File: src/sv/bfe_pkg.sv
package bfe_pkg;

    localparam int unsigned DEF_MAX_BITS   = 65536;
    localparam int unsigned DEF_MAX_HASHES = 16;

    localparam logic [31:0] MM_MUL = 32'h5bd1e995;

    localparam int unsigned NB_W       = 17;
    localparam int unsigned NH_W       = 5;
    localparam int unsigned CFG_W      = 17;
    localparam int unsigned CFG_IDX_W  = 2;
    localparam int unsigned SEED_W     = 6;
    localparam int unsigned CNT_W      = 5;
    localparam int unsigned KEY_W      = 64;
    localparam int unsigned COUNT_W    = 32;
    localparam int unsigned HASH_STEPS = 8;
    localparam int unsigned MOD_STEPS  = 32;

    typedef enum logic [1:0] {
        MODE_INSERT = 2'd0,
        MODE_QUERY  = 2'd1,
        MODE_CLEAR  = 2'd2
    } t_mode;

    typedef enum logic [CFG_IDX_W-1:0] {
        CFG_NUM_BITS   = 2'd0,
        CFG_HASH_COUNT = 2'd1
    } t_cfg_idx;

    typedef enum logic [2:0] {
        ST_INIT,
        ST_IDLE,
        ST_HASH,
        ST_MOD,
        ST_RD,
        ST_CHK,
        ST_CLR,
        ST_DONE
    } t_state;

    typedef struct packed {
        logic             accept;
        logic             hash_step;
        logic             mod_step;
        logic             mem_rd;
        logic             check;
        logic             sweep;
        logic             finish;
        logic [CNT_W-1:0] step;
    } t_cmd;

    typedef struct packed {
        logic no_hashes;
        logic seed_last;
        logic sweep_last;
        logic out_free;
    } t_status;

endpackage

File: src/sv/bfe_ctrl.sv
module bfe_ctrl
    import bfe_pkg::*;
(
    input  logic       i_clk,
    input  logic       i_rst_n,
    input  logic       i_in_valid,
    input  logic [1:0] i_mode,
    output logic       o_in_stall,
    input  t_status    i_status,
    output t_cmd       o_cmd
);

    t_state           r_state, n_state;
    logic [CNT_W-1:0] r_cnt, n_cnt;

    // next state
    always_comb begin
        n_state = r_state;
        case (r_state)
            ST_INIT: begin
                if (i_status.sweep_last) n_state = ST_IDLE;
            end
            ST_IDLE: begin
                if (i_in_valid) begin
                    case (i_mode)
                        MODE_INSERT, MODE_QUERY:
                            n_state = i_status.no_hashes ? ST_DONE : ST_HASH;
                        MODE_CLEAR: n_state = ST_CLR;
                        default:    n_state = ST_DONE;
                    endcase
                end
            end
            ST_HASH: begin
                if (r_cnt == CNT_W'(HASH_STEPS - 1)) n_state = ST_MOD;
            end
            ST_MOD: begin
                if (r_cnt == CNT_W'(MOD_STEPS - 1)) n_state = ST_RD;
            end
            ST_RD:  n_state = ST_CHK;
            ST_CHK: n_state = i_status.seed_last ? ST_DONE : ST_HASH;
            ST_CLR: begin
                if (i_status.sweep_last) n_state = ST_DONE;
            end
            ST_DONE: begin
                if (i_status.out_free) n_state = ST_IDLE;
            end
            default: n_state = ST_INIT;
        endcase
    end

    // step counter restarts on every state change
    always_comb begin
        n_cnt = (n_state != r_state) ? '0 : r_cnt + 1'b1;
    end

    always_ff @(posedge i_clk) begin
        if (!i_rst_n) begin
            r_state <= ST_INIT;
            r_cnt   <= '0;
        end else begin
            r_state <= n_state;
            r_cnt   <= n_cnt;
        end
    end

    // commands to the datapath
    always_comb begin
        o_cmd           = '0;
        o_cmd.step      = r_cnt;
        o_in_stall      = 1'b1;
        case (r_state)
            ST_INIT: o_cmd.sweep = 1'b1;
            ST_IDLE: begin
                o_in_stall   = 1'b0;
                o_cmd.accept = i_in_valid;
            end
            ST_HASH: o_cmd.hash_step = 1'b1;
            ST_MOD:  o_cmd.mod_step  = 1'b1;
            ST_RD:   o_cmd.mem_rd    = 1'b1;
            ST_CHK:  o_cmd.check     = 1'b1;
            ST_CLR:  o_cmd.sweep     = 1'b1;
            ST_DONE: o_cmd.finish    = i_status.out_free;
            default: o_cmd.sweep     = 1'b0;
        endcase
    end

endmodule

File: config.mk
export PLATFORM = sky130hd
export DESIGN_NAME = bfe_ctrl
export DESIGN_NICKNAME = d
export VERILOG_FILES = /design/src/sv/bfe_pkg.sv /design/src/sv/bfe_ctrl.sv
export SDC_FILE = /design/constraint.sdc
export NUM_CORES = 1
export LEC_CHECK = 0
export BUFFER_PORTS_ARGS = -buffer_cell sky130_fd_sc_hd__buf_2
export CAP_MARGIN = 10
export CORE_AREA = 2 2 39 41
export CTS_BUF_LIST = sky130_fd_sc_hd__clkbuf_2
export DETAILED_ROUTE_END_ITERATION = 8
export DIE_AREA = 0 0 41 43
export PLACE_DENSITY = 0.79
export SETUP_SLACK_MARGIN = 0.02
export SYNTH_ARGS = -nofsm -noshare
export SYNTH_HDL_FRONTEND = slang
export SYNTH_SLANG_ARGS = --single-unit
File: constraint.sdc
create_clock -name i_clk -period 3.12 [get_ports i_clk]
set_input_delay 0.312 -clock i_clk [delete_from_list [all_inputs] [get_ports i_clk]]
set_output_delay 0.312 -clock i_clk [all_outputs]
set_load 0.1 [all_outputs]
==> results of run 1 <==
[registers in the layout, summed over array words and instances (netlist names)]
name,flops
r_cnt,5
r_state,3
[power breakdown]
group / internal, mW / switching, mW / leakage, nW
Combinational: 0.0412 / 0.153 / 0.231
Clock: 0.0262 / 0.0320 / 0.0125
Sequential: 0.112 / 0.0250 / 0.0653
Total: 0.179 / 0.210 / 0.309
[logic make-up after synthesis]
family                   after synthesis
adder cells (fa/ha/maj)                2
flip-flops                             8
AO/OA/AOI/OAI                         19
AND/OR/NAND/NOR                       26
XOR/XNOR                               2
buffers and inverters                  8
multiplexers                           2
[layer usage]
metal / track usage [%] / vias up / share of wire, %
met3: 4.71 / 4 / 4.2
li1: - / 291 / -
met4: 10.0 / 0 / 2.7
met5: 0 / - / 0
met1: 20.0 / 256 / 46
met2: 21.6 / 16 / 46
[cells in the mapped netlist (all sizes together) (3+ instances only)]
library cell	number	area [um^2]
dfxtp	8	160
a211oi	6	45.0
nand2	6	25.0
buf	4	28.8
inv	4	15.0
nand3	4	20.0
nand2b	3	18.8
o21ai	3	15.0
[cell type report]
type,instances,area [um^2]
tap,16,20.0
inverter,4,15.0
sequential,8,160
multi-input combinational,51,367
fill,140,702
timing repair buffer,21,105
clock buffer,3,15.0
[worst min-delay path: stages]
cell	delay, ps
buf_2	90
o211ai_1	80
nand3_1	90
[worst max-delay path by stage]
stage                      endpoint             startpoint  cells after the start  slack [ps]
after global routing       o_cmd[6]  r_state[1]$_SDFF_PN0_                      3         980
after CTS                 o_cmd[10]  r_state[1]$_SDFF_PN0_                      2        1090
after floorplan            o_cmd[8]  r_state[2]$_SDFF_PN0_                      3         180
after global placement     o_cmd[6]  r_state[1]$_SDFF_PN0_                      3        1360
final                     o_cmd[10]  r_state[1]$_SDFF_PN0_                      2        1080
after detailed placement  o_cmd[10]  r_state[1]$_SDFF_PN0_                      2        1360
==> results.md, run 1 <==
- The post-route non-filler standard cell count is 103.
- The start of the worst register-to-register path is r_cnt[0]$_SDFF_PP0_.
- For the pin with the worst max-slew slack, the measured transition is 691 ps.
- The mapped cell area is 566 um^2.
- The quantity of I/O buffers inserted on ports is 21.
- Dividing the detail-routed via count by the number of cells gives 5.50.
- The final total power is 0.389 mW.
- The estimated wirelength of the detail-placed design is 918 um.
- The post-synthesis register bit count is 8.
- The end-of-flow core utilization is 49.3%.
- After detailed placement, the total cell area comes to 667 um^2.
- Before antenna repair, the detailed router went through 4 iterations.
- The number of global-route vias before repair is 429.
- The synthesized netlist net count is 78.
- The floorplan has 14 rows.
- The max capacitance violation total is 0.
- The count of pins on the block boundary is 22.
- Compared with the post-synthesis result, the final layout area differs by 20.6%.
- The number of synthesized flops with an enable pin is 0.
- The clock net in this run drives a total of 8 sinks.
- In this run the deepest clock path goes through 2 buffers.
- Setup violations remaining at the end of the flow were counted as 0.
- The post-route netlist has 34.5% of its cells at a drive strength greater than 1.
- After clock tree synthesis, the clock-pin slew on the worst setup and hold paths is 70 ps.
- The number of slew-limit violations in the final report is 0.
- Broken down by cell family, the worst path's largest delay share belongs to flip-flops.
- Counting distinct cell types in the post-synthesis netlist gives 33.
- The clock tree from TritonCTS is built.
- Setup repair after global routing left no endpoint under its margin.
- In this run the worst path has a maximum fanout of 23.
- The minimum period implied by the final worst setup slack is 2040 ps.
- The min-delay analysis places its worst path in the category in -> reg.
- For the worst setup path, the data required time is 2810 ps.
- The total core area is 1380 um^2.
- The number of placed instances with taps included is 100.
- Summing the areas of all compound-gate instances in the mapped netlist gives 26.1% of the synthesized area.
- The wire length of the first global-routing pass is 1840 um.
- Synthesis produced 67 cells.
- The final worst hold slack is 383 ps.
- In the routed design, unresolved DRC markers number 0.
- From left edge to right edge, the die measures 41 um.
- The fraction of registers with async set/reset is 0%.
- The first routing iteration left 5 violations.
- The remaining global-route overflow is 0.
- The total detailed-routing wirelength is 1250 um.
- The data arrival time at the worst-slack endpoint is 1730 ps.
- In the layout the commonest cells are buf_2, dfxtp_1, a211oi_1.
- The start point of the worst hold path is i_mode[1].
- The power density normalized to cell area is 571 nW/um^2.
- The slowest stage cell on the critical path is dfxtp_1.
- The post-synthesis sequential area ratio is 28.3%.
- Along the worst hold path, the cell count comes to 3.
- Together, buffers and inverters on the worst path number 1.
- The minimum setup slack in the final design is 1080 ps.
- The yosys synthesis warning count is 0.
- The type of element capturing the critical path is a primary output.
- The synthesized-area fraction occupied by and/or/nand/nor cells is 26.8%.
- Timing would allow up to 0.490 GHz.
- Once the floorplan was initialized, standard cells occupied 40.9% of the core.
- The dominant combinational cell family by area after synthesis is simple AND/OR/NAND/NOR gates.
- The headroom to the max-slew limit is 53.9%.
- The library cell used most frequently in the layout, excluding fill and tap cells, is buf_2.
- In this run the critical register-to-register path is captured at r_cnt[4]$_SDFF_PP0_.
- The classification of the worst setup path is reg -> out.
- In this run the number of H-tree levels came out at 1.
- Across all register-to-register paths, the minimum setup slack is 1430 ps.
- The final-layout setup total negative slack is 0 ps.
- The kind of launch point of the worst setup path is a register.
- The primary flip-flop cell chosen by synthesis mapping is dfxtp_1.
- The adder and majority cell fraction of the synthesized area is 4.42%.
- The number of buffers created by CTS is 3.
- Summed over all cells, the static leakage comes to 0.309 nW.
- For this run, the slowest stage of the critical path takes 770 ps.
- The via count is 567.
- In this run the mean area of a mapped cell was 8.44 um^2.
- The largest vdd supply drop is 0.000251 V.
- The run finished with clean final reports.
- OpenSTA, run right after detailed placement, puts the worst setup slack at 1360 ps.
- The mux cell area share after synthesis is 3.54%.
- The number of antenna violations at the first check in global routing is 0.
- The height of the die is 43 um.
- The logic depth of the worst register-to-register path is 6.
- The area of all placed cells without fillers is 682 um^2.
- Global routing used 15.6% of the available tracks across all layers.
- The worst clock skew on the final layout is 8.81 ps.
- Summing the areas of all xor and xnor instances in the mapped netlist gives 3.10% of the synthesized area.
- The clock tree root driver cell is clkbuf_2.
- For the worst-skew pair, the clock arrives at the later sink with an insertion delay of 230 ps.
- The post-route antenna net violation count is 0.
- The number of antenna diodes is 0.
- The critical path goes through nor3b_2 -> buf_2.
- The number of nets at the end of the flow is 100.
- Dividing the detail-routed wire length by the instance count gives 12.1 um.
- The number of hold violations in the final report was 0.
- The share of the clock period used by the worst path is 65.4%.
- The final estimated routing congestion in global placement is 0.794.
- The number of hold buffers added after CTS was 0.
- The number of setup buffers added after CTS is 0.
- Post-CTS repair changed the size of 0 cells.
- The path with the worst hold slack has its endpoint at r_state[2]$_SDFF_PN0_.
- The floorplan die area is 1760 um^2.
- Entering global routing, the biggest net connects 24 pins.
(Power assumes the default switching activity.)
==> run 2: changes to the inputs <==
Clock period 3.12 ns to 1.9 ns, I/O delays scaled along.
==> run 2 against run 1 <==
Net effect: register-to-register slack got worse by 1200 ps; first-iteration DRC count increased by 60%; sequential power increased by 60%; wire length increased by 9.9%; hold slack got worse by 160 ps; critical path type unchanged; largest cell class unchanged; largest power group unchanged; highest routed layer unchanged.
==> results.md, run 2 (synthesis results as in run 1) <==
- Status: completed (unchanged).
- The register containing the most flip-flops in the final layout is r_cnt (unchanged).
- Largest registers ranked by flip-flop count: r_cnt: 5 flops, r_state: 3 flops (unchanged).
- The post-CTS repair timing setup buffer count is 0 (unchanged).
- The power share of the sequential group was 29.6% (was 35.2%).
- The switching share of total power was 51.6% (was 54.0%).
- The count of standard-cell rows came to 14 (unchanged).
- The number of iterations in the first detailed-routing pass is 3 (was 4).
- The classification of the worst setup path is reg -> out (unchanged).
- The hold-fix buffer count after cts is 0 (unchanged).
- The maximum fanout encountered on the critical timing path came to 18 (was 23).
- The wire length of the first global-routing pass is 2290 um (was 1840 um).
- The kind of launch point of the worst setup path is a register (unchanged).
- The number of buffers created by CTS is 3 (unchanged).
- The number of antenna diodes is 0 (unchanged).
- The data arrival time at the worst-slack endpoint was 1580 ps (was 1730 ps).
- Derived from the worst setup path, the maximum achievable clock frequency is 0.566 GHz.
- Setup repair after global routing missed its margin: false (unchanged).
- The number of hold violations in the final report is 0 (unchanged).
- The worst path uses 93.0% of the clock period.
- The max capacitance violation total is 0 (unchanged).
- The clock tree from TritonCTS is built (unchanged).
- The largest vdd supply drop was 0.000411 V (was 0.000251 V).
- The total core area came to 1380 um^2 (unchanged).
- The quantity of I/O buffers inserted on ports is 21 (unchanged).
- The worst path required time came to 1710 ps (was 2810 ps).
- The number of slew-limit violations in the final report was 0 (unchanged).
- The routed wirelength normalized by instance count is 12.9 um (was 12.1 um).
- The maximum number of pins on one net before global-route repair came to 19 (was 24).
- The count of pins on the block boundary is 22 (unchanged).
- The clock tree root driver cell is clkbuf_2 (unchanged).
- The number of nets at the end of the flow is 103 (was 100).
- The commonest non-fill, non-tap cell in the layout is buf_2 (unchanged).
- The remaining global-route overflow is 0 (unchanged).
- The final worst hold slack is 222 ps (was 383 ps).
- The via count is 584 (was 567).
- The number of levels in the clock H-tree is 1 (unchanged).
- The headroom to the max-slew limit is 60.1% (was 53.9%).
- The number of antenna violations at the first check in global routing is 0 (unchanged).
- The number of flip-flops in the largest register was 5 (unchanged).
- The remaining routing DRC violations was 0 (unchanged).
- The static leakage power is 0.354 nW (was 0.309 nW).
- The count of final setup violators is 0 (unchanged).
- The clock transition time at the flip-flop clock pins of the worst setup and hold paths came to 80 ps (was 70 ps).
- The total routing usage reported by global routing came to 19.6% (was 15.6%).
- The number of global-route vias before repair is 527 (was 429).
- The post-route antenna net violation count came to 0 (unchanged).
- The design internal power was 0.358 mW (was 0.179 mW).
- The maximum buffer depth of the clock tree is 2 (unchanged).
- The number of violations reported at the end of detailed-routing iteration 0 is 8 (was 5).
- The type of element capturing the critical path is a primary output (unchanged).
- The estimated wirelength of the detail-placed design is 1050 um (was 918 um).
- The synthesis-to-finish area growth is 45.4% (was 20.6%).
- The height of the die is 43 um (unchanged).
- The number of cells upsized or downsized after cts came to 0 (unchanged).
- The slew at the pin closest to its max-slew limit is 598 ps (was 691 ps).
- The number of fill cells came to 128 (was 140).
- The final total power is 0.740 mW (was 0.389 mW).
- The total detailed-routing wirelength was 1370 um (was 1250 um).
- The combinational power share came to 55.8% (was 49.9%).
- The power density normalized to cell area is 900 nW/um^2 (was 571 nW/um^2).
- The clock latency on the worst-skew pair is 250 ps (was 230 ps).
- The average via count per standard cell is 5.51 (was 5.50).
- The initial core utilization is 40.9% (unchanged).
- The worst min-delay path category is in -> reg (unchanged).
- The share of layout cells above drive strength 1 was 46.7% (was 34.5%).
- The net switching component of the power is 0.381 mW (was 0.210 mW).
- Most frequent cells in the layout: buf_2, a211oi_1, nand2_1, buf_12 (was buf_2, dfxtp_1, a211oi_1).
- The width of the chip is 41 um (unchanged).
- The minimum period implied by the final worst setup slack is 1770 ps.
- The clock network fraction of total power is 14.7% (was 14.9%).
- The floorplan die area is 1760 um^2 (unchanged).
- The total clock sinks is 8 (unchanged).
- The final estimated routing congestion in global placement is 0.834 (was 0.794).
- The worst clock skew on the final layout is 2.47 ps (was 8.81 ps).
run 2: final cells by class:
cell class,instances,area (um^2),share of cell area (%)
sequential,8,171,20.9
timing repair buffer,24,203,24.7
tap,16,20.0,2.44
inverter,4,15.0,1.83
multi-input combinational,51,398,48.4
clock buffer,3,15.0,1.83
run 2: critical path, cell delays in order, from the launching register on:
cell and delay, ps:
dfxtp_1 500, and4bb_2 390, buf_2 420
run 2: final timing paths:
path,endpoint,cells after the start,slack [ps],start
worst max register to register,r_cnt[2]$_SDFF_PP0_,6,190,r_cnt[0]$_SDFF_PP0_
worst min-delay path,r_state[2]$_SDFF_PN0_,3,220,i_mode[1]
worst min register to register,r_cnt[0]$_SDFF_PP0_,1,430,r_cnt[0]$_SDFF_PP0_
worst max-delay path,o_cmd[11],2,130,r_state[1]$_SDFF_PN0_
run 2: stage by stage:
step                worst slack [ps]  cells  setup TNS (ps)  cell area [um^2]  util [%]
floorplan                       -111     67            -178               607         -
global placement                 250    103               0               801      57.9
detailed placement               132    103               0               801      57.9
CTS                              130    106               0               816      59.0
global route                    16.1    106               0               822      59.4
finish                           134    106               0               822      59.4
run 2: routing by layer:
metal	track usage (%)	part of all wire [%]	routed length, um	vias to the layer above
met5	0	0	0	-
met1	26.0	45	612	270
met3	3.66	3.3	45	5
li1	-	-	-	298
met4	16.0	3.2	44	0
met2	26.3	49	670	11
run 2: power by group through the flow:
| stage | Clock (mW) | Combinational, mW | Sequential (mW) |
|---|---|---|---|
| CTS | 0.111 | 0.412 | 0.218 |
| global route | 0.117 | 0.435 | 0.223 |
| detailed placement | 0 | 0.411 | 0.222 |
| global placement | 0 | 0.406 | 0.221 |
| floorplan | 0 | 0.267 | 0.255 |
| finish | 0.108 | 0.412 | 0.219 |
